File: src/rtl/core/rfec_pkg.sv
// Package for the RGB row FIR with edge clamp: shared constants, payload types
// and pipeline tag types. Has no dependencies of its own.
package rfec_pkg;

  // Kernel and pixel geometry.
  localparam int MAX_TAPS       = 15;
  localparam int COEF_FRAC_BITS = 14;
  localparam int COEF_W         = 16;
  localparam int CH_W           = 8;
  localparam int NCH            = 3;
  localparam int PIX_W          = CH_W * NCH;
  localparam int TAPCNT_W       = 4;
  localparam int HALF_W         = 3;
  localparam int POS_W          = 4;
  localparam int POS_MAX        = 15;
  localparam int COEF_ALL_W     = 240;

  // Arithmetic widths: an 8-bit unsigned pixel times a signed coefficient,
  // and the sum of all taps with headroom for the rounding offset.
  localparam int PROD_W      = CH_W + 1 + COEF_W;
  localparam int TREE_LEVELS = $clog2(MAX_TAPS);
  localparam int TREE_LEAVES = 1 << TREE_LEVELS;
  localparam int SUM_W       = PROD_W + TREE_LEVELS + 1;

  // Result queue.
  localparam int FIFO_DEPTH = 16;
  localparam int FIFO_AW    = $clog2(FIFO_DEPTH);
  localparam int CNT_W      = FIFO_AW + 1;

  // Configuration register indexes.
  localparam int CFG_IDX_W = 3;
  localparam int CFG_DATA_W = 64;
  localparam logic [CFG_IDX_W-1:0] CFG_TAP_COUNT = 3'd0;
  localparam logic [CFG_IDX_W-1:0] CFG_COEF_0_3  = 3'd1;
  localparam logic [CFG_IDX_W-1:0] CFG_COEF_4_7  = 3'd2;
  localparam logic [CFG_IDX_W-1:0] CFG_COEF_8_11 = 3'd3;
  localparam logic [CFG_IDX_W-1:0] CFG_COEF_12_14 = 3'd4;

  typedef struct packed {
    logic             row_end_in;
    logic [PIX_W-1:0] pixel_in;
  } pix_in_t;

  typedef struct packed {
    logic             last_of_run;
    logic             row_end_out;
    logic [PIX_W-1:0] pixel_out;
  } pix_out_t;

  // Control that travels alongside the data through the pipeline.
  typedef struct packed {
    logic valid;
    logic row_end;
    logic last;
  } tag_t;

  typedef logic [NCH-1:0][PROD_W-1:0] prod_vec_t;
  typedef logic [NCH-1:0][SUM_W-1:0]  sum_vec_t;

endpackage

File: src/rtl/core/rfec_cell.sv
// One cell of the pixel window: holds the pixel of one age and registers its
// per-channel product with the coefficient that lines up with that age.
// Depends on rfec_pkg.
module rfec_cell (
  input  logic                           clk_i,
  input  logic                           rst_ni,
  input  logic                           adv_i,
  input  logic                           fill_i,
  input  logic [rfec_pkg::PIX_W-1:0]     fill_px_i,
  input  logic [rfec_pkg::PIX_W-1:0]     prev_px_i,
  input  logic signed [rfec_pkg::COEF_W-1:0] coef_i,
  output logic [rfec_pkg::PIX_W-1:0]     px_o,
  output rfec_pkg::prod_vec_t            prod_o
);
  import rfec_pkg::*;

  logic [PIX_W-1:0] px_q;
  prod_vec_t        prod_q;

  // Shift from the neighbor, or take the row's first pixel everywhere.
  always_ff @(posedge clk_i or negedge rst_ni) begin
    if (!rst_ni) begin
      px_q <= '0;
    end else if (adv_i) begin
      px_q <= fill_i ? fill_px_i : prev_px_i;
    end
  end

  // One small multiplier per channel, registered.
  always_ff @(posedge clk_i) begin
    for (int c = 0; c < NCH; c++) begin
      prod_q[c] <= PROD_W'($signed({1'b0, px_q[c*CH_W +: CH_W]}) * coef_i);
    end
  end

  assign px_o   = px_q;
  assign prod_o = prod_q;

endmodule

File: config.mk
export PLATFORM = sky130hd
export DESIGN_NAME = rfec_cell
export DESIGN_NICKNAME = d
export VERILOG_FILES = /design/src/rtl/core/rfec_pkg.sv /design/src/rtl/core/rfec_cell.sv
export SDC_FILE = /design/constraint.sdc
export NUM_CORES = 1
export LEC_CHECK = 0
export BUFFER_PORTS_ARGS = -buffer_cell sky130_fd_sc_hd__buf_2
export CORE_AREA = 4 4 139 194
export CTS_CLUSTER_DIAMETER = 60
export CTS_CLUSTER_SIZE = 12
export DETAILED_ROUTE_END_ITERATION = 10
export DIE_AREA = 0 0 143 198
export GPL_TIMING_DRIVEN = 0
export PLACE_DENSITY = 0.85
export SYNTH_ARGS = -nofsm -noshare
export SYNTH_HDL_FRONTEND = slang
export SYNTH_SLANG_ARGS = --single-unit
export TNS_END_PERCENT = 20
File: constraint.sdc
create_clock -name clk_i -period 8.4 [get_ports clk_i]
set_input_delay 0.42 -clock clk_i [delete_from_list [all_inputs] [get_ports clk_i]]
set_output_delay 0.42 -clock clk_i [all_outputs]
set_load 0.01 [all_outputs]
* After elaboration in Yosys (flattened, before gate mapping)
Index checks and enable logic that the tools add are counted.
** Word-level totals
- Register bits :: 99
- Input bits :: 68
- Output and inout bits :: 99
- Logic and storage cells :: 8
** Cells by class
- Multiply operators :: 3
- Muxes and demuxes :: 1
** Operators by type and width (count)
- 9-bit by 16-bit multiplier with 25-bit output :: 3
- 24-bit two-way mux :: 1

* Longest topological paths before layout
Gate-level depths: netlist of the first run.
- Depth in word-level cells :: 1
- Mapped depth :: 20
- Mapped depth without buffers :: 18

* Worst setup path after synthesis of the first run
Ideal clock, no wire load.
- Path kind :: reg2reg
- Start point :: reg px_q[1] (netlist: px_o[1])
- End point :: reg prod_q (netlist bit prod_o[21])
- Library setup time :: 0.072 ns
- Arrival time :: 5.038 ns
- Data required time :: 8.328 ns
- Slack :: 3.290 ns
- Cell stages (with the launch flop) :: 20
- Path buffers :: 3
- Clock period less this slack :: 5.110 ns
- Path through :: dfrtp_1 -> clkbuf_1 -> clkbuf_1 -> nand2_1 -> fa_1 -> inv_1 -> fa_1 -> fa_1 -> inv_1 -> fa_1 -> inv_1 -> ha_1 -> buf_6 -> and3_1 -> a221o_1 -> a21oi_2 -> o22ai_1 -> or4b_1 -> a31oi_1 -> xnor2_1
** Between the ends
- Word-level cells in the longest chain between the ends :: 1
** Ends and longest elaborated chain
- from (decl) :: RTL line rfec_cell.sv:17 : logic [PIX_W-1:0] px_q;
- from (signal assigned) :: RTL line rfec_cell.sv:25 : px_q <= fill_i ? fill_px_i : prev_px_i;
- 9-bit by 16-bit multiplier with 25-bit output :: RTL line rfec_cell.sv:32 : prod_q[c] <= PROD_W'($signed({1'b0, px_q[c*CH_W +: CH_W]}) * coef_i);
- to (signal, indexed assignment) :: RTL line rfec_cell.sv:32
- to (decl) :: RTL line rfec_cell.sv:18 : prod_vec_t prod_q;
Every way passes these cells.
A chain may end at the register's enable or synchronous reset.

* Final worst setup path of the first run
- Start point :: reg px_q[8] (netlist: px_o[8])
- End point :: reg prod_q (netlist bit prod_o[49])
The elaborated chain is that of the path after synthesis.

==> metrics.cfg, run 1 <==
[synthesis]
synthesis.nets=2388
yosysWarningCount=0
netlist_instances=1864
synth_top_flop_cell=dfxtp_1
yosys_register_bits=99
mappedNetlistArea_sq_mm=0.0167
number_of_enable_type_register_cells_in_the_synthesized_netlist=0
ys_async_sr_fraction_pct=24.2
synth.yosys.seq_area_share_pct=12.6
ys_types=63
postSynthAreaPerCell_sq_um=8.95

[placed_design]
io_buffer_count=164
dp.final_hpwl_microns=33100
gp_congestion=0.925

[timing]
max_freq_mhz=163
worst_slew_pin_tran_ns=0.879
finalSetupTns_ns=0
finalClockSkew_ns=0.0118
final_period_minus_worst_setup_slack_ns=6.14
setup-violations-final=0
worst_slew_margin_rel_pct=40.6
finalHoldViolations=0
report.final.slew_viol_count=0
min_period_over_period_pct=73.1
grt_setup_unrepaired=false

[drt]
drc=0
drt_pass1_iterations=6
route.vias.total=13241
detail-route-antenna-nets=0
via_per_inst=5.60
detail_route.iter0.violations=984
drt-wirelength-per-cell_microns=16.9
wl_microns=39800

[cells_and_area]
fillcell_total=1876
layout.nets=2563
drive_gt1_share_pct=9.54
area_growth_syn_to_layout_pct=9.01
multi_input_area_sq_mm=0.0126
register_area_sq_mm=0.00210

[worst_setup_path]
worstSetupStartpointType=flop
ff2ff_setup_slack_ns=2.26
cp.required_ns=8.72
reg2reg_to=prod_o[49]$_DFF_P_
worst-path-max-fanout=10
worst_setup_path_end_kind=flop
r2r.worst_path.cells=18
worst-setup-path-type=flop to flop
arrival_ns=6.46
worst_r2r_startpoint=px_o[8]$_DFFE_PN0P_

[floorplanning]
number_of_primary_i_o_pins=167
fp.dieArea_sq_mm=0.0283
die_h_microns=198
initial_core_util_pct=66.0
die_width_microns=143
core_area_sq_mm=0.0253
std_cell_rows=69

[run_status]
status=completed

[cts]
cts.root.buffer_cell=clkbuf_16
clock_transition_at_the_register_clock_pins_on_the_worst_setup_and_hold_paths_after_cts_ns=0.07
tritoncts=done
clock_latency_ns=0.38
cts_hold_buffers=0
clkSinkCount=99
ctsHtreeMaxLevel=3
cts_resized=0
cts.repair_timing.setup_buffer_count=0
cts-buffers-inserted=9
clock_path_buffers=2

[global_routing]
grt_antenna_before_repair=0
grt_first_pass_wirelength_microns=65700
grt_max_degree=25
grt.overflow.total=0
via_count_of_the_first_global_routing_pass=13923
globalRouteTotalUtil_pct=29.5

[job]
maxCapViolCount=0

[hold_path]
hp-class=input pin to async pin

layer usage:
metal	part of all wire (%)	wire length (microns)	track usage, %
met2	52	20800	52.3
met4	4.8	1920	13.7
met5	0	0	0
met1	36	14300	35.4
met3	7.1	2840	4.06
synthesized netlist by cell type, types with 5 or more instances:
library cell  count  area [sq um]
xnor2_1          50           438
o21bai_1         10          75.1
inv_1           437          1640
ha_1            150          1880
and2_1          212          1330
a31oi_1           6          37.5
fa_1            306          6130
nor3_1            5          25.0
nand2_1         195           732
a21oi_1          70           350
nand3_1          15          75.1
or2_2             7          43.8
dfxtp_1          75          1500
a211oi_1          7          52.6
clkbuf_1         76           285
dfrtp_1          24           601
xor2_1           14           123
mux2i_1          24           240
o21ai_0          20           100
nor2_1           58           218
o21a_1            5          37.5
a21o_1           19           143
nor2b_1           7          43.8
worst max-delay path, stage by stage, from the launching register on:
cell	delay [ns]
dfrtp_1	0.38
clkbuf_1	0.44
clkbuf_1	0.45
nand2_1	0.15
fa_1	0.55
inv_1	0.05
fa_1	0.49
inv_1	0.05
fa_1	0.49
fa_1	0.50
inv_1	0.05
ha_1	0.33
o21ai_0	0.30
o21ai_1	0.17
a2111oi_2	0.62
o21ai_1	0.22
a221oi_2	0.37
mux2_2	0.37
nand2_1	0.07
layout make-up:
class / count / share of cell area (%)
multi-input combinational: 1248 / 69.5
sequential: 99 / 11.6
inverter: 437 / 9.02
timing repair buffer: 164 / 4.51
tap: 319 / 2.19
buffer: 80 / 1.69
clock buffer: 12 / 1.36
clock inverter: 4 / 0.193
antenna: 1 / 0.0138
worst max path at each step:
stage	start	to	slack [ns]	cells past startpoint
2_1_floorplan	px_o[1]$_DFFE_PN0P_	prod_o[21]$_DFF_P_	3.29	19
3_3_place_gp	px_o[8]$_DFFE_PN0P_	prod_o[49]$_DFF_P_	2.56	18
3_5_place_dp	px_o[8]$_DFFE_PN0P_	prod_o[49]$_DFF_P_	2.41	18
4_1_cts	px_o[8]$_DFFE_PN0P_	prod_o[49]$_DFF_P_	2.37	18
5_1_grt	px_o[8]$_DFFE_PN0P_	prod_o[47]$_DFF_P_	2.00	18
6_report	px_o[8]$_DFFE_PN0P_	prod_o[49]$_DFF_P_	2.26	18
sequential cells by signal (all words and copies together), names as in the netlist:
signal	count
prod_o	75
px_o	24
logic make-up (layout without fill, tap and decap cells):
group	Yosys count	in the layout	synth area share (%)
AO/OA/AOI/OAI	179	179	7.09
XOR/XNOR	64	64	3.36
adder cells (fa/ha/maj)	456	456	48.0
buffers and inverters	517	697	11.7
flip-flops	99	99	12.6
multiplexers	25	25	1.51
other	0	1	0
AND/OR/NAND/NOR	524	524	15.8
per-stage QoR:
stage | setup slack [ns] | utilization (%) | cells | area (sq um) | hold WS (ns)
2_1_floorplan | 3.29 | - | 1864 | 16700 | 0.124
5_1_grt | 2.00 | 71.9 | 2363 | 18200 | 0.0979
3_3_place_gp | 2.56 | 70.8 | 2347 | 17900 | 0.471
4_1_cts | 2.37 | 71.9 | 2363 | 18200 | 0.0736
6_report | 2.26 | 71.9 | 2364 | 18200 | 0.0595
3_5_place_dp | 2.41 | 70.8 | 2347 | 17900 | 0.479
placed cells by master, fill, tap and decap left out, drive strengths merged, types with 14 or more instances in the layout:
cell	synthesis	final
fa	306	306
ha	150	150
dfxtp	75	75
xnor2	50	50
nor2	58	58
clkbuf	76	88
and2	212	212
inv	437	438
o21ai	24	24
mux2i	24	24
nand3	15	15
a21o	19	19
buf	4	168
nand2	195	195
a21oi	72	72
xor2	14	14
dfrtp	24	24
Power of run 1 is not shown: default switching activity piles up to over one toggle a cycle in this logic, so the estimate is an artifact.
==> inputs of run 2 (changes only) <==
- CORE_AREA: 4 4 139 194 -> 4 4 144 202
- DIE_AREA: 0 0 143 198 -> 0 0 148 206
- PLACE_DENSITY: 0.85 -> 0.79
- clock period: 8.4 -> 5.79 ns (I/O delays scaled with it)
==> metrics.cfg, run 2 (synthesis results as in run 1) <==
[run_status]
status=completed  ; unchanged

[drt]
detail-route-antenna-nets=0  ; unchanged
route.vias.total=13126  ; was 13241
detail_route.iter0.violations=728  ; was 984
drc=0  ; unchanged
wl_microns=40000  ; was 39800 microns
drt_pass1_iterations=6  ; unchanged
drt-wirelength-per-cell_microns=16.6  ; was 16.9 microns
via_per_inst=5.45  ; was 5.60

[cells_and_area]
insertedDiodeCount=0  ; was 1
fillcell_total=2316  ; was 1876
layout.nets=2557  ; was 2563
post-route-cell-area_sq_mm=0.0183  ; was 0.0182 sq mm
most-common-layout-cells=437 x inv_1, 306 x fa_1, 212 x and2_1  ; unchanged
largest_register_ff_count=75  ; unchanged
drive_gt1_share_pct=10.3  ; was 9.54%
register_area_sq_mm=0.00211  ; was 0.00210 sq mm
area_growth_syn_to_layout_pct=9.46  ; was 9.01%
multi_input_area_sq_mm=0.0127  ; was 0.0126 sq mm
leading_cell_type_in_the_layout_fill_and_taps_excluded=inv_1  ; unchanged

[worst_setup_path]
cp.required_ns=6.07  ; was 8.72 ns
arrival_ns=5.88  ; was 6.46 ns
worstSetupStartpointType=flop  ; unchanged
worst_setup_path_end_kind=flop  ; unchanged
worst-path-max-fanout=10  ; unchanged
worst-setup-path-type=flop to flop  ; unchanged

[timing]
setup-violations-final=0  ; unchanged
grt_setup_unrepaired=true  ; was false
worst_slew_margin_rel_pct=40.7  ; was 40.6%
report.final.slew_viol_count=0  ; unchanged
holdWs_ns=0.202  ; was 0.0595 ns
worst_slew_pin_tran_ns=0.890  ; was 0.879 ns
min_period_over_period_pct=96.7  ; was 73.1%
max_freq_mhz=179  ; was 163 MHz
finalHoldViolations=0  ; unchanged
finalClockSkew_ns=0.0140  ; was 0.0118 ns
final_period_minus_worst_setup_slack_ns=5.60  ; was 6.14 ns

[floorplanning]
initial_core_util_pct=60.9  ; was 66.0%
fp.dieArea_sq_mm=0.0305  ; was 0.0283 sq mm
number_of_primary_i_o_pins=167  ; unchanged
core_area_sq_mm=0.0274  ; was 0.0253 sq mm
die_width_microns=148  ; was 143 microns
std_cell_rows=72  ; was 69
die_h_microns=206  ; was 198 microns

[cts]
tritoncts=done  ; unchanged
clkSinkCount=99  ; unchanged
clock_transition_at_the_register_clock_pins_on_the_worst_setup_and_hold_paths_after_cts_ns=0.08  ; was 0.07 ns
cts-buffers-inserted=9  ; unchanged
clock_latency_ns=0.39  ; was 0.38 ns
cts.root.buffer_cell=clkbuf_16  ; unchanged
clock_path_buffers=2  ; unchanged
ctsHtreeMaxLevel=3  ; unchanged

[hold_path]
hp-class=input pin to flop  ; was input pin to async pin

[global_routing]
globalRouteTotalUtil_pct=27.6  ; was 29.5%
grt_antenna_before_repair=0  ; unchanged
via_count_of_the_first_global_routing_pass=13949  ; was 13923
grt.overflow.total=0  ; unchanged
grt_first_pass_wirelength_microns=66600  ; was 65700 microns
grt_max_degree=25  ; unchanged

[placed_design]
dpl_cell_area_sq_mm=0.0180  ; was 0.0179 sq mm
gp_congestion=0.925  ; about the same
dp.final_hpwl_microns=33400  ; was 33100 microns
io_buffer_count=164  ; unchanged

[job]
maxCapViolCount=0  ; unchanged

==> run 2: critical path, cell delays in order (launching register included) <==
cell and delay [ns]:
dfrtp_1 0.60, clkbuf_1 0.45, nand2_1 0.16, fa_1 0.54
fa_1 0.54, inv_1 0.05, fa_1 0.47, inv_1 0.05
fa_1 0.47, inv_1 0.04, ha_1 0.33, o21ai_0 0.14
o21ai_1 0.19, a2111oi_4 0.53, o21ai_1 0.19, a221o_1 0.36
a31o_1 0.22, xor2_1 0.15
==> run 2: timing repair <==
| item | in CTS | in global routing |
|---|---|---|
| setup endpoints to repair | 4 | 13 |
| hold buffers | 1 | 0 |
| setup buffers | 0 | 0 |
| endpoints found under the hold margin | 24 | 0 |
| resized for setup | 5 | 16 |
| pin swaps | 0 | 0 |
==> run 2: layout make-up <==
| class | instances | share of cell area [%] |
|---|---|---|
| Multi-Input combinational cell | 1248 | 69.3 |
| Sequential cell | 99 | 11.5 |
| Inverter | 437 | 8.98 |
| Timing Repair Buffer | 165 | 4.55 |
| Tap cell | 370 | 2.54 |
| Buffer | 73 | 1.60 |
| Clock buffer | 12 | 1.29 |
| Clock inverter | 4 | 0.164 |
==> run 2: worst paths after layout <==
path | start | end | slack, ns | cells after the start
setup / recovery | px_o[11]$_DFFE_PN0P_ | prod_o[47]$_DFF_P_ | 0.19 | 17
hold / removal | prev_px_i[11] | px_o[11]$_DFFE_PN0P_ | 0.20 | 3
setup reg to reg | px_o[11]$_DFFE_PN0P_ | prod_o[47]$_DFF_P_ | 0.19 | 17
hold reg to reg | px_o[0]$_DFFE_PN0P_ | prod_o[0]$_DFF_P_ | 0.69 | 1
max in group asynchronous | rst_ni | px_o[2]$_DFFE_PN0P_ | 4.85 | 2
min in group asynchronous | rst_ni | px_o[15]$_DFFE_PN0P_ | 0.45 | 2
==> run 2: per-stage QoR <==
| stage | setup slack (ns) | util, % | setup TNS, ns | instances |
|---|---|---|---|---|
| global placement | -0.0994 | 65.6 | -0.192 | 2398 |
| finish | 0.190 | 66.7 | 0 | 2408 |
| global route | -0.0292 | 66.7 | -0.0526 | 2408 |
| floorplan | 0.680 | - | 0 | 1864 |
| CTS | 0.00575 | 66.6 | 0 | 2413 |
| detailed placement | -0.262 | 65.6 | -0.594 | 2398 |
==> run 2: routing by layer <==
| layer | wire length (microns) | vias up | track usage (%) | part of all wire [%] |
|---|---|---|---|---|
| met1 | 14700 | 6614 | 32.6 | 37 |
| li1 | - | 5922 | - | - |
| met2 | 20700 | 467 | 48.4 | 52 |
| met4 | 2090 | 0 | 14.9 | 5.2 |
| met5 | 0 | - | 0 | 0 |
| met3 | 2470 | 123 | 4.39 | 6.2 |
Power of run 2 is left out for the same reason.
