$ cat config.mk
export PLATFORM = sky130hd
export DESIGN_NAME = rfec_out_fifo
export DESIGN_NICKNAME = d
export VERILOG_FILES = /design/src/rtl/core/rfec_pkg.sv /design/src/rtl/core/rfec_out_fifo.sv
export SDC_FILE = /design/constraint.sdc
export NUM_CORES = 1
export LEC_CHECK = 0
export BUFFER_PORTS_ARGS = -buffer_cell sky130_fd_sc_hd__buf_4
export CORE_ASPECT_RATIO = 0.8
export CORE_UTILIZATION = 30
export CTS_CLUSTER_DIAMETER = 30
export CTS_CLUSTER_SIZE = 40
export DETAILED_ROUTE_END_ITERATION = 6
export HOLD_SLACK_MARGIN = 0.05
export PLACE_DENSITY_LB_ADDON = 0.25
export SYNTH_ARGS = -nofsm -noshare
export SYNTH_HDL_FRONTEND = slang
export SYNTH_SLANG_ARGS = --single-unit
$ cat constraint.sdc
create_clock -name clk_i -period 3.3 [get_ports clk_i]
set_input_delay 0.33 -clock clk_i [delete_from_list [all_inputs] [get_ports clk_i]]
set_output_delay 0.33 -clock clk_i [all_outputs]
set_load 0.01 [all_outputs]
$ cat src/rtl/core/rfec_pkg.sv
// Package for the RGB row FIR with edge clamp: shared constants, payload types
// and pipeline tag types. Has no dependencies of its own.
package rfec_pkg;

  // Kernel and pixel geometry.
  localparam int MAX_TAPS       = 15;
  localparam int COEF_FRAC_BITS = 14;
  localparam int COEF_W         = 16;
  localparam int CH_W           = 8;
  localparam int NCH            = 3;
  localparam int PIX_W          = CH_W * NCH;
  localparam int TAPCNT_W       = 4;
  localparam int HALF_W         = 3;
  localparam int POS_W          = 4;
  localparam int POS_MAX        = 15;
  localparam int COEF_ALL_W     = 240;

  // Arithmetic widths: an 8-bit unsigned pixel times a signed coefficient,
  // and the sum of all taps with headroom for the rounding offset.
  localparam int PROD_W      = CH_W + 1 + COEF_W;
  localparam int TREE_LEVELS = $clog2(MAX_TAPS);
  localparam int TREE_LEAVES = 1 << TREE_LEVELS;
  localparam int SUM_W       = PROD_W + TREE_LEVELS + 1;

  // Result queue.
  localparam int FIFO_DEPTH = 16;
  localparam int FIFO_AW    = $clog2(FIFO_DEPTH);
  localparam int CNT_W      = FIFO_AW + 1;

  // Configuration register indexes.
  localparam int CFG_IDX_W = 3;
  localparam int CFG_DATA_W = 64;
  localparam logic [CFG_IDX_W-1:0] CFG_TAP_COUNT = 3'd0;
  localparam logic [CFG_IDX_W-1:0] CFG_COEF_0_3  = 3'd1;
  localparam logic [CFG_IDX_W-1:0] CFG_COEF_4_7  = 3'd2;
  localparam logic [CFG_IDX_W-1:0] CFG_COEF_8_11 = 3'd3;
  localparam logic [CFG_IDX_W-1:0] CFG_COEF_12_14 = 3'd4;

  typedef struct packed {
    logic             row_end_in;
    logic [PIX_W-1:0] pixel_in;
  } pix_in_t;

  typedef struct packed {
    logic             last_of_run;
    logic             row_end_out;
    logic [PIX_W-1:0] pixel_out;
  } pix_out_t;

  // Control that travels alongside the data through the pipeline.
  typedef struct packed {
    logic valid;
    logic row_end;
    logic last;
  } tag_t;

  typedef logic [NCH-1:0][PROD_W-1:0] prod_vec_t;
  typedef logic [NCH-1:0][SUM_W-1:0]  sum_vec_t;

endpackage

$ cat src/rtl/core/rfec_out_fifo.sv
// Result queue between the filter pipeline and the output channel. The writer
// never overruns it because requests are issued only against free credits.
// Depends on rfec_pkg.
module rfec_out_fifo (
  input  logic               clk_i,
  input  logic               rst_ni,
  input  logic               wr_valid_i,
  input  rfec_pkg::pix_out_t wr_data_i,
  output logic               rd_valid_o,
  input  logic               rd_ready_i,
  output rfec_pkg::pix_out_t rd_data_o
);
  import rfec_pkg::*;

  pix_out_t           mem_q [FIFO_DEPTH];
  logic [FIFO_AW-1:0] wr_ptr_q, rd_ptr_q;
  logic [CNT_W-1:0]   cnt_q;
  logic               rd_fire;

  assign rd_valid_o = (cnt_q != '0);
  assign rd_fire    = rd_valid_o && rd_ready_i;
  assign rd_data_o  = mem_q[rd_ptr_q];

  // Storage write.
  always_ff @(posedge clk_i) begin
    if (wr_valid_i) begin
      mem_q[wr_ptr_q] <= wr_data_i;
    end
  end

  // Pointers and fill level.
  always_ff @(posedge clk_i or negedge rst_ni) begin
    if (!rst_ni) begin
      wr_ptr_q <= '0;
      rd_ptr_q <= '0;
      cnt_q    <= '0;
    end else begin
      if (wr_valid_i) begin
        wr_ptr_q <= wr_ptr_q + FIFO_AW'(1);
      end
      if (rd_fire) begin
        rd_ptr_q <= rd_ptr_q + FIFO_AW'(1);
      end
      cnt_q <= cnt_q + CNT_W'(wr_valid_i) - CNT_W'(rd_fire);
    end
  end

endmodule

Word level (Yosys, flattened, before mapping)
Memories as Yosys holds them, arrays and structs flattened.
Index checks and enable logic that the tools add are counted.
{ "op_classes": {"add_sub_neg": 4, "mul": 0, "div": 0, "order_cmp": 0, "n_eq_ne": 0, "shifts": 0, "muxes": 2, "n_bitwise": 0, "n_reduce_logical": 2} }
{ "ops": {"columns": ["op", "n"], "rows": [
  ["4-bit by 1-bit adder with 4-bit output, second input constant", 2],
  ["5-bit by 1-bit adder with 5-bit output", 1],
  ["5-bit nonzero test", 1],
  ["5-bit by 1-bit subtractor with 5-bit output", 1],
  ["1-bit two-way mux", 2],
  ["1-bit logical AND", 1]
]} }
{ "word_totals": {"ff_bits": 13, "latch_bits": 0, "mem_bits_rw": 416, "romBits": 0, "in_bits": 30, "out_inout_bits": 27, "n_memories": 1} }
{ "mem_list": {"columns": ["name", "words", "word_bits", "read_ports", "rd_clocked_by_memory_dff", "wr", "line", "text"], "rows": [
  ["mem_q", 16, 26, 1, 0, 1, "rfec_out_fifo.sv:15", "pix_out_t mem_q [FIFO_DEPTH];"]
]} }

Depth between registers and ports, before layout
Gate-level depths: netlist of run 1.
{ "logic_depth": {"ltp_word": 3, "depth_mapped": 12, "mapped_depth_nobuf": 12} }

Worst setup path after synthesis of run 1
OpenSTA, ideal clock, no wires.
{ "synth_path": {"kind": "input port to flip-flop", "start": "in wr_valid_i", "end": "mem mem_q[0][0] (netlist name), enable pin", "setup_time_ns": 0.442, "arrival_ns": 2.541, "t_required_ns": 2.858, "slack_ns": 0.317, "cell_stages": 3, "n_path_buf": 1, "cell_sequence": "clkbuf_1 nand2_1 nor3_1"} }
{ "synth_between": {"elab_chain_cells": 2} }
{ "synth_lines": {"columns": ["element", "line", "text"], "rows": [
  ["start: declaration", "rfec_out_fifo.sv:7", "input logic wr_valid_i,"],
  ["1-bit two-way mux", "rfec_out_fifo.sv:26", "if (wr_valid_i) begin"],
  ["1-bit two-way mux (not written as such)", "rfec_out_fifo.sv:27", "mem_q[wr_ptr_q] <= wr_data_i;"],
  ["end: declaration", "rfec_out_fifo.sv:15", null]
]} }
Every way passes these cells.

==> results of run 1 <==
## sequential cells by signal (all words and copies together) (netlist names)
register and cells:
mem_q 416, wr_ptr_q 4, rd_ptr_q 4, cnt_q 5
## power by group through the flow
| stage | Combinational [W] | Clock, W | Sequential [W] |
|---|---|---|---|
| after floorplan | 0.00331 | 0 | 0.00682 |
| after global placement | 0.00513 | 0 | 0.00704 |
| after detailed placement | 0.00511 | 0 | 0.00706 |
| after CTS | 0.00528 | 0.00832 | 0.00691 |
| after global routing | 0.00557 | 0.00857 | 0.00695 |
| final | 0.00511 | 0.00816 | 0.00689 |
## timing repair
item | in CTS | in global routing
setup endpoints to repair | 1 | 0
hold endpoints to repair | 435 | 0
buffers inserted | 3 | 0
hold buffers | 29 | 0
gates resized for setup | 0 | 0
## how the worst min path moves through the flow
stage                        endpoint  startpoint  depth (start not counted)  slack [ps]
after floorplan              cnt_q[0]      rst_ni                          0          30
after global placement       cnt_q[3]      rst_ni                          1         190
after detailed placement  rd_ptr_q[2]      rst_ni                          1         190
after CTS                 rd_ptr_q[2]      rst_ni                          2         100
after global routing         cnt_q[0]      rst_ni                          2         120
final                        cnt_q[1]      rst_ni                          2         120
## cell usage in the layout (no fill, tap or decap), types with 6 or more instances in the layout
master	synthesis	final
sky130_fd_sc_hd__xnor2_1	6	6
sky130_fd_sc_hd__inv_6	0	12
sky130_fd_sc_hd__clkbuf_1	18	7
sky130_fd_sc_hd__clkinvlp_4	0	10
sky130_fd_sc_hd__dfrtp_1	13	11
sky130_fd_sc_hd__edfxtp_1	416	416
sky130_fd_sc_hd__a22oi_1	49	49
sky130_fd_sc_hd__nand2_1	35	35
sky130_fd_sc_hd__buf_4	1	88
sky130_fd_sc_hd__nor2_4	0	15
sky130_fd_sc_hd__clkinv_4	0	7
sky130_fd_sc_hd__clkinv_1	0	8
sky130_fd_sc_hd__clkinv_2	0	10
sky130_fd_sc_hd__inv_1	9	9
sky130_fd_sc_hd__mux4_2	104	104
sky130_fd_sc_hd__clkbuf_16	0	85
sky130_fd_sc_hd__ha_1	11	11
sky130_fd_sc_hd__bufinv_16	0	7
sky130_fd_sc_hd__dlygate4sd3_1	0	29
## routing by layer
layer	routed length, um	share of wire	vias up	track usage
met5	13	0.00035	-	0
met4	734	0.019	2	0.0438
met2	17900	0.48	176	0.218
li1	-	-	3421	-
met1	17400	0.46	4128	0.191
met3	1600	0.043	67	0.0328
## critical path, cell delays in order (launching register included)
cell and delay [ps]:
sky130_fd_sc_hd__dfrtp_4 490, sky130_fd_sc_hd__buf_12 330, sky130_fd_sc_hd__mux4_2 570, sky130_fd_sc_hd__a22oi_1 270, sky130_fd_sc_hd__nand2_1 120, sky130_fd_sc_hd__buf_4 160
## layout make-up
class                   count  area (um2)  share of cell area
flip-flops and latches    429       12800               0.611
multi-input cells         249        3450               0.164
clock buffers              93        2170               0.103
repair buffers            122        1050              0.0501
well taps                 702         878              0.0418
clock inverters            58         591              0.0281
inverters                   9        33.8             0.00161
## logic make-up (layout without fill, tap and decap cells)
kind of cell | Yosys count | in the layout | synth area share
flip-flops | 429 | 429 | 0.783
multiplexers | 105 | 105 | 0.144
AND/OR/NAND/NOR | 65 | 65 | 0.0171
AO/OA/AOI/OAI | 57 | 57 | 0.0266
buffers and inverters | 47 | 282 | 0.0148
adder cells (fa/ha/maj) | 12 | 12 | 0.00963
XOR/XNOR | 10 | 10 | 0.00535
## metrics by stage
stage | util | hold slack, ps | cells | total power, W | cell area (um2)
after detailed placement | 0.332 | 190 | 1479 | 0.0122 | 17900
after global placement | 0.332 | 190 | 1479 | 0.0122 | 17900
final | 0.389 | 122 | 1662 | 0.0202 | 21000
after global routing | 0.389 | 120 | 1662 | 0.0211 | 21000
after floorplan | - | 34.4 | 725 | 0.0101 | 16400
after CTS | 0.389 | 97.7 | 1662 | 0.0205 | 21000
==> results by group, run 1 <==
Timing
  – Clk_skew: 22.8 ps
  – Finish-stage setup viols: 0
  – Total Neg Setup Slack: 0 ps
  – Achievable frequency: 342 MHz
  – Number of hold violations in the final report: 0
  – Relative slew margins: 0.520
  – Final slew viol count: 0
  – Post-route clock period utilization: 0.885
  – Unrepaired setup endpoints after global routing: false
  – Transition time at the pin with the least slew margin: 720 ps
  – Post-route worst setup slack: 378 ps
  – Clock period minus worst slack: 2920 ps

Floorplan
  – Die Y-Extent: 211 um
  – Core Rows: 76
  – Initial Utilization: 0.304
  – Die ar.: 55500 um2
  – Std-Cell Core Area: 53900 um2
  – I/O pin cnt: 57
  – Overall die width: 263 um

CTS
  – Clock slew at the register clock pins of the worst setup and hold paths: 50 ps
  – Source-to-sink clock delay at the later pin of the worst-skew pair: 590 ps
  – Cts bufs inserted: 82
  – Number of sinks on the clock net: 429
  – Maximum count of clock buffers along a single path: 3
  – H-tree depth: 3
  – Root buffer selected by CTS: sky130_fd_sc_hd__clkbuf_16
  – TritonCTS clock tree: yes

Layout
  – Antenna diode count: 0
  – Number of fillers in the final layout: 4766
  – Fraction of layout cells with a size suffix above 1: 0.374
  – Area Growth Syn to Fin: 28.2%
  – Net count reported at finish: 935

Yosys
  – Sequential-to-total area share from yosys stat: 0.783
  – Main area contributors after synthesis: sky130_fd_sc_hd__edfxtp_1, sky130_fd_sc_hd__mux4_2, sky130_fd_sc_hd__a22oi_1, sky130_fd_sc_hd__dfrtp_1, sky130_fd_sc_hd__ha_1
  – Main flop type after synthesis: sky130_fd_sc_hd__edfxtp_1
  – Most numerous cell in the Yosys netlist: sky130_fd_sc_hd__edfxtp_1
  – Biggest area consumer among synthesized cells: sky130_fd_sc_hd__edfxtp_1
  – Synthesis-stage register bit count: 429
  – Most instantiated cells after synthesis: sky130_fd_sc_hd__edfxtp_1, sky130_fd_sc_hd__mux4_2, sky130_fd_sc_hd__a22oi_1, sky130_fd_sc_hd__nand2_1, sky130_fd_sc_hd__clkbuf_1
  – Post-Synthesis Mean Instance Area: 22.6 um2
  – Post-synthesis async set-or-reset flop share: 0.0303
  – Yosys synthesis warning count: 0
  – Area of the mapped netlist: 16400 um2
  – Number of flops mapped to enable cells by yosys: 416
  – Synth Net Count: 767
  – Area fraction of the dominant cell type after synthesis: 0.763
  – Number of distinct library cells after synthesis: 31
  – Number of instances in the synthesized netlist: 725

Drt
  – Detail-routed via count per cell: 4.69
  – Routed len/inst: 22.7 um
  – First-iteration detailed-routing DRC count: 508
  – Via Count: 7794
  – Detail Route Antenna Nets: 0
  – First-pass detailed-route iteration total: 5
  – Total Routed Length: 37700 um
  – Number of remaining DRC errors: 0

Global route
  – Antenna violations before repair: 1
  – Overall overflow remaining after global route: 0
  – Global-route wire length before repair: 55900 um
  – Global-route usage over all layers: 0.139
  – Via count of the first global-routing pass: 8381
  – Maximum number of pins on one net before global-route repair: 44

Power
  – Portion of total power attributed to the clock network: 0.405
  – Flop pwr share: 0.342
  – Internal power of the cells: 0.0143 W
  – Pwr/cell area: 960 nW/um2
  – Sw power: 0.00586 W
  – Switching part of the total: 0.290
  – Pleak: 6.97 nW
  – Combinational power share: 0.254
  – Largest vdd supply drop: 0.589 mV

Critical path
  – Reg-to-reg setup timing slack: 510 ps
  – Type of the worst setup path: reg -> out
  – Worst setup path endpoint: rd_data_o[6]
  – Endpoint required time on the critical path: 2970 ps
  – FF-to-FF path depth: 12
  – CP max FO: 43
  – Critical R2R Launch: cnt_q[3]
  – Crit path DAT: 2590 ps
  – Capture point of the worst reg-to-reg path: cnt_q[4]
  – Type of element capturing the critical path: output pin
  – Launch point of the worst path: rd_ptr_q[0]
  – Nature of the critical path startpoint: flip-flop

Placement
  – Port-buffer cells: 56
  – Sum of net half-perimeters after detailed placement: 20600 um
  – DP Worst Slack: 489 ps
  – Final estimated routing congestion in global placement: 0.688

Outcome
  – Outcome: finished clean

Flow run
  – Max-cap check violation count: 0

Min path
  – Hold Path Class: in -> async
No activity file was read; power rests on OpenSTA's default activity.
==> run 2: changes to the inputs <==
CORE_ASPECT_RATIO = 0.9   (was 0.8)
==> results by group, run 2 (same netlist as run 1, synthesis figures left out) <==
Timing
  – Clock period minus worst slack: 2960 ps (was 2920 ps)
  – Unrepaired setup endpoints after global routing: false (unchanged)
  – Relative slew margins: 0.430 (was 0.520)
  – Finish-stage setup viols: 0 (unchanged)
  – Number of hold violations in the final report: 0 (unchanged)
  – Achievable frequency: 338 MHz (was 342 MHz)
  – Clk_skew: 17.2 ps (was 22.8 ps)
  – Transition time at the pin with the least slew margin: 853 ps (was 720 ps)
  – Post-route clock period utilization: 0.897 (was 0.885)
  – Final slew viol count: 0 (unchanged)
  – Total Neg Setup Slack: 0 ps (unchanged)
  – Post-route worst setup slack: 341 ps (was 378 ps)

Drt
  – Via Count: 7880 (was 7794)
  – Number of remaining DRC errors: 0 (unchanged)
  – Detail Route Antenna Nets: 0 (unchanged)
  – Routed len/inst: 22.5 um (was 22.7 um)
  – First-iteration detailed-routing DRC count: 588 (was 508)
  – Total Routed Length: 37700 um (about the same)
  – First-pass detailed-route iteration total: 4 (was 5)
  – Detail-routed via count per cell: 4.72 (was 4.69)

CTS
  – Root buffer selected by CTS: sky130_fd_sc_hd__clkbuf_16 (unchanged)
  – Number of sinks on the clock net: 429 (unchanged)
  – TritonCTS clock tree: yes (unchanged)
  – Setup Fix Bufs, Post-CTS: 0 (was 3)
  – Maximum count of clock buffers along a single path: 3 (unchanged)
  – Post-CTS resize count: 0 (unchanged)
  – H-tree depth: 3 (unchanged)
  – Clock slew at the register clock pins of the worst setup and hold paths: 40 ps (was 50 ps)
  – Source-to-sink clock delay at the later pin of the worst-skew pair: 600 ps (was 590 ps)
  – Cts bufs inserted: 90 (was 82)

Power
  – Largest vdd supply drop: 0.461 mV (was 0.589 mV)
  – Portion of total power attributed to the clock network: 0.426 (was 0.405)
  – Switching part of the total: 0.282 (was 0.290)
  – Flop pwr share: 0.330 (was 0.342)
  – Pwr/cell area: 984 nW/um2 (was 960 nW/um2)
  – Internal power of the cells: 0.0150 W (was 0.0143 W)
  – Combinational power share: 0.243 (was 0.254)
  – Pleak: 7.11 nW (was 6.97 nW)
  – Sw power: 0.00591 W (was 0.00586 W)

Critical path
  – Capture point of the worst reg-to-reg path: cnt_q[4] (unchanged)
  – Critical R2R Launch: cnt_q[3] (unchanged)
  – Library cell appearing most often on the critical path: sky130_fd_sc_hd__buf_4
  – Reg-to-reg setup timing slack: 550 ps (was 510 ps)
  – Launch point of the worst path: rd_ptr_q[0] (unchanged)
  – Endpoint required time on the critical path: 2970 ps (about the same)
  – Worst setup path endpoint: rd_data_o[16] (was rd_data_o[6])
  – Cell class contributing the biggest share of worst-path delay: flip-flops (was multiplexers)
  – Type of the worst setup path: reg -> out (unchanged)
  – Cell Chain, Critical Path: buf_4 -> mux4_2 -> a22oi_1 -> nand2_1 -> buf_4 (was buf_12 -> mux4_2 -> a22oi_1 -> nand2_1 -> buf_4)
  – FF-to-FF path depth: 12 (unchanged)
  – CP max FO: 14 (was 43)
  – Slowest cell on the critical path: sky130_fd_sc_hd__dfrtp_4 (was sky130_fd_sc_hd__mux4_2)
  – Total buffers and inverters traversed by the critical path: 2 (unchanged)
  – Type of element capturing the critical path: output pin (unchanged)
  – Nature of the critical path startpoint: flip-flop (unchanged)
  – Slowest stage delay, CP: 630 ps (was 570 ps)
  – Depth of the critical timing path with buffers and inverters included: 5 (unchanged)
  – Crit path DAT: 2630 ps (was 2590 ps)

Global route
  – Via count of the first global-routing pass: 8474 (was 8381)
  – Global-route wire length before repair: 55900 um (about the same)
  – Global-route usage over all layers: 0.140 (was 0.139)
  – Antenna violations before repair: 0 (was 1)
  – Overall overflow remaining after global route: 0 (unchanged)
  – Maximum number of pins on one net before global-route repair: 51 (was 44)

Placement
  – Final estimated routing congestion in global placement: 0.680 (was 0.688)
  – DP Worst Slack: 540 ps (was 489 ps)
  – Port-buffer cells: 56 (unchanged)
  – Sum of net half-perimeters after detailed placement: 20600 um (about the same)

Floorplan
  – Core Rows: 80 (was 76)
  – Initial Utilization: 0.306 (was 0.304)
  – Overall die width: 248 um (was 263 um)
  – Die Y-Extent: 224 um (was 211 um)
  – I/O pin cnt: 57 (unchanged)
  – Std-Cell Core Area: 53500 um2 (was 53900 um2)
  – Die ar.: 55500 um2 (about the same)

Outcome
  – Outcome: finished clean (unchanged)

Layout
  – Number of fillers in the final layout: 4778 (was 4766)
  – Number of flip-flops under the largest register name: 416 (unchanged)
  – Area Growth Syn to Fin: 30.1% (was 28.2%)
  – Register cell area after layout: 12800 um2 (unchanged)
  – Final core utilization: 0.399 (was 0.389)
  – Most common cell after layout, fill and taps aside: sky130_fd_sc_hd__edfxtp_1 (unchanged)
  – Fraction of layout cells with a size suffix above 1: 0.369 (was 0.374)
  – Largest registers in the final layout: mem_q (416), cnt_q (5) (unchanged)
  – Antenna diode count: 0 (unchanged)
  – Net count reported at finish: 941 (was 935)
  – Leading cell types in the layout, fill and taps excluded: sky130_fd_sc_hd__edfxtp_1, sky130_fd_sc_hd__mux4_2, sky130_fd_sc_hd__clkbuf_16 (was sky130_fd_sc_hd__edfxtp_1, sky130_fd_sc_hd__mux4_2, sky130_fd_sc_hd__buf_4)
  – Register containing the most flip-flops in the final layout: mem_q (unchanged)
  – Area occupied by multi-input gates: 3450 um2 (unchanged)

Flow run
  – Max-cap check violation count: 0 (unchanged)

Min path
  – Hold Path Class: in -> async (unchanged)
==> run 2: cell count changes in the layout (fill, tap and decap cells not counted), moves of 3 or more <==
cell / before / now
sky130_fd_sc_hd__buf_4: 88 / 84
sky130_fd_sc_hd__bufinv_16: 7 / 12
sky130_fd_sc_hd__clkbuf_1: 7 / 11
sky130_fd_sc_hd__clkbuf_16: 85 / 92
sky130_fd_sc_hd__clkinv_1: 8 / 18
sky130_fd_sc_hd__inv_6: 12 / 8
sky130_fd_sc_hd__clkinvlp_4: 10 / 7
==> run 2: timing repair <==
action,CTS,global route
hold endpoints to repair,434,0
endpoints found under the setup margin,0,0
hold buffers,29,0
==> run 2: cell type report <==
| cell class | instances | share of cell area |
|---|---|---|
| flip-flops and latches | 429 | 0.602 |
| multi-input cells | 249 | 0.162 |
| clock buffers | 103 | 0.110 |
| repair buffers | 120 | 0.0498 |
| well taps | 697 | 0.0409 |
| clock inverters | 64 | 0.0336 |
| inverters | 9 | 0.00159 |
==> run 2: worst min-delay path by stage <==
| stage | cells past startpoint | slack, ps | end |
|---|---|---|---|
| after floorplan | 0 | 30 | cnt_q[0] |
| after global placement | 1 | 190 | cnt_q[3] |
| final | 2 | 110 | wr_ptr_q[1] |
| after global routing | 2 | 120 | wr_ptr_q[0] |
| after CTS | 2 | 80 | wr_ptr_q[1] |
| after detailed placement | 1 | 190 | cnt_q[1] |
==> run 2: stage by stage <==
stage	instance area, um2	total power (W)	hold slack, ps	cells
floorplan	16400	0.0101	34.4	725
global placement	18000	0.0122	188	1475
global route	21300	0.0219	121	1671
finish	21300	0.0210	108	1671
CTS	21300	0.0213	82.7	1671
detailed placement	18000	0.0123	193	1475
==> run 2: power groups by stage <==
| stage | Combinational, W | Clock (W) | Sequential (W) |
|---|---|---|---|
| after floorplan | 0.00331 | 0 | 0.00682 |
| after global placement | 0.00520 | 0 | 0.00701 |
| after detailed placement | 0.00523 | 0 | 0.00703 |
| after CTS | 0.00528 | 0.00909 | 0.00693 |
| after global routing | 0.00554 | 0.00936 | 0.00698 |
| final | 0.00510 | 0.00893 | 0.00692 |
==> run 2: layer usage <==
layer	global-route usage	wire [um]
met1	0.198	17600
met2	0.212	17600
met3	0.0328	1700
met4	0.0474	846
met5	0	0
==> run 3: changes to the inputs <==
==> constraint.sdc (replaced) <==
create_clock -name clk_i -period 3.3 [get_ports clk_i]
set_input_delay 0.99 -clock clk_i [delete_from_list [all_inputs] [get_ports clk_i]]
set_output_delay 0.99 -clock clk_i [all_outputs]
set_load 0.01 [all_outputs]
==> results by group, run 3 (same netlist as run 1, synthesis figures left out) <==
Outcome
  – Outcome: finished, violations left (was finished clean)
  – Failing checks: setup timing

Layout
  – Net count reported at finish: 940 (was 941)
  – Most common cell after layout, fill and taps aside: sky130_fd_sc_hd__edfxtp_1 (unchanged)
  – Largest registers in the final layout: mem_q (416), cnt_q (5) (unchanged)
  – Final cell count without fillers: 1673 (was 1671)
  – Area Growth Syn to Fin: 35.6% (was 30.1%)
  – Register containing the most flip-flops in the final layout: mem_q (unchanged)
  – Fraction of layout cells with a size suffix above 1: 0.453 (was 0.369)
  – Leading cell types in the layout, fill and taps excluded: sky130_fd_sc_hd__edfxtp_1, sky130_fd_sc_hd__mux4_2, sky130_fd_sc_hd__clkbuf_16 (unchanged)
  – Final core utilization: 0.415 (was 0.399)
  – Antenna diode count: 0 (unchanged)
  – Number of fillers in the final layout: 4714 (was 4778)
  – Number of flip-flops under the largest register name: 416 (unchanged)

Floorplan
  – I/O pin cnt: 57 (unchanged)
  – Die ar.: 55500 um2 (unchanged)
  – Core Rows: 80 (unchanged)
  – Die Y-Extent: 224 um (unchanged)
  – Initial Utilization: 0.306 (unchanged)
  – Overall die width: 248 um (unchanged)
  – Std-Cell Core Area: 53500 um2 (unchanged)

Timing
  – Clock period minus worst slack: 3450 ps (was 2960 ps)
  – Relative slew margins: 0.570 (was 0.430)
  – Finish-stage setup viols: 26 (was 0)
  – Post-route worst setup slack: -148 ps (was 341 ps)
  – Number of hold violations in the final report: 0 (unchanged)
  – Unrepaired setup endpoints after global routing: true (was false)
  – Clk_skew: 17.7 ps (was 17.2 ps)
  – Achievable frequency: 290 MHz (was 338 MHz)
  – Worst hold slack across all endpoints: 218 ps (was 108 ps)
  – Total Neg Setup Slack: -2540 ps (was 0 ps)
  – Post-route clock period utilization: 1.04 (was 0.897)
  – Transition time at the pin with the least slew margin: 645 ps (was 853 ps)
  – Final slew viol count: 0 (unchanged)

Global route
  – Overall overflow remaining after global route: 0 (unchanged)
  – Global-route usage over all layers: 0.149 (was 0.140)
  – Global-route wire length before repair: 58900 um (was 55900 um)
  – Maximum number of pins on one net before global-route repair: 32 (was 51)
  – Via count of the first global-routing pass: 8634 (was 8474)
  – Antenna violations before repair: 1 (was 0)

Critical path
  – Type of element capturing the critical path: output pin (unchanged)
  – Cell class contributing the biggest share of worst-path delay: buffers and inverters (was flip-flops)
  – Nature of the critical path startpoint: flip-flop (unchanged)
  – Slowest cell on the critical path: sky130_fd_sc_hd__dfrtp_4 (unchanged)
  – Endpoint required time on the critical path: 2310 ps (was 2970 ps)
  – CP max FO: 7 (was 14)
  – Cell Chain, Critical Path: buf_12 -> buf_12 -> buf_4 -> mux4_2 -> a22oi_2 -> nand2_2 -> buf_4 (was buf_4 -> mux4_2 -> a22oi_1 -> nand2_1 -> buf_4)
  – Total buffers and inverters traversed by the critical path: 4 (was 2)
  – Slowest stage delay, CP: 490 ps (was 630 ps)
  – Crit path DAT: 2460 ps (was 2630 ps)
  – Type of the worst setup path: reg -> out (unchanged)

CTS
  – Number of sinks on the clock net: 429 (unchanged)
  – Root buffer selected by CTS: sky130_fd_sc_hd__clkbuf_16 (unchanged)
  – Cts bufs inserted: 92 (was 90)
  – Maximum count of clock buffers along a single path: 3 (unchanged)
  – TritonCTS clock tree: yes (unchanged)
  – Total of hold buffers inserted after clock tree synthesis: 0 (was 29)
  – Clock slew at the register clock pins of the worst setup and hold paths: 40 ps (about the same)
  – Source-to-sink clock delay at the later pin of the worst-skew pair: 630 ps (was 600 ps)
  – H-tree depth: 3 (unchanged)

Drt
  – Total Routed Length: 40300 um (was 37700 um)
  – Detail Route Antenna Nets: 0 (unchanged)
  – Routed len/inst: 24.1 um (was 22.5 um)
  – First-pass detailed-route iteration total: 4 (unchanged)
  – First-iteration detailed-routing DRC count: 536 (was 588)
  – Number of remaining DRC errors: 0 (unchanged)
  – Via Count: 8092 (was 7880)
  – Detail-routed via count per cell: 4.84 (was 4.72)

Min path
  – Hold Path Class: in -> async (unchanged)

Power
  – Pwr/cell area: 1040 nW/um2 (was 984 nW/um2)
  – Largest vdd supply drop: 0.469 mV (was 0.461 mV)
  – Pleak: 7.40 nW (was 7.11 nW)

Placement
  – Sum of net half-perimeters after detailed placement: 20700 um (was 20600 um)
  – Final estimated routing congestion in global placement: 0.681 (was 0.680)
  – Placed cells: 1478 (was 1475)
  – Port-buffer cells: 56 (unchanged)
  – DP Worst Slack: 276 ps (was 540 ps)

Flow run
  – Max-cap check violation count: 0 (unchanged)
==> run 3: cell types whose count changed in the layout (fill, tap and decap cells not counted), sizes merged <==
cell,previous run,this run
clkinv,37,31
bufinv,12,16
buf,91,115
clkinvlp,7,9
dlygate4sd3,29,0
clkbuf,103,110
==> run 3: worst paths after layout <==
kind | from | to | slack (ps) | cells after the start
max | rd_ptr_q[0] | rd_data_o[8] | -150 | 7
min | rst_ni | cnt_q[3] | 220 | 1
max reg2reg | cnt_q[2] | cnt_q[4] | 410 | 12
min reg2reg | wr_ptr_q[0] | wr_ptr_q[0] | 550 | 1
max in group asynchronous | rst_ni | rd_ptr_q[0] | 2890 | 1
min in group clk_i | wr_ptr_q[0] | wr_ptr_q[0] | 550 | 1
==> run 3: cell type report <==
type,count,area (um2),share of cell area
Clock buffer,108,2430,0.109
Clock inverter,64,858,0.0387
Inverter,9,33.8,0.00152
Multi-Input combinational cell,249,3680,0.166
Sequential cell,429,12800,0.578
Tap cell,697,872,0.0393
Timing Repair Buffer,117,1500,0.0676
==> run 3: what timing repair did <==
item	4_1_cts	5_1_grt
buffers inserted	13	2
setup endpoints to repair	26	26
gates cloned	6	2
pin swaps	31	24
resized for setup	62	23
==> run 3: per-stage QoR <==
step | cell area [um2] | total power (W)
6_report | 22200 | 0.0231
5_1_grt | 22200 | 0.0240
4_1_cts | 22000 | 0.0231
3_5_place_dp | 18200 | 0.0125
3_3_place_gp | 18200 | 0.0125
2_1_floorplan | 16400 | 0.0101
==> run 3: where the power goes <==
part           total (W)  switching, W  internal (W)
Sequential       0.00688      0.000269       0.00661
Combinational    0.00662       0.00324       0.00337
Clock            0.00956       0.00302       0.00654
==> run 3: metal layers <==
layer | wire length (um) | vias to the layer above | share of wire | track usage
li1 | - | 3455 | - | -
met1 | 17800 | 4325 | 0.44 | 0.204
met2 | 19700 | 236 | 0.49 | 0.233
met3 | 1990 | 74 | 0.049 | 0.0385
met4 | 757 | 2 | 0.019 | 0.0458
met5 | 13 | - | 0.00032 | 0
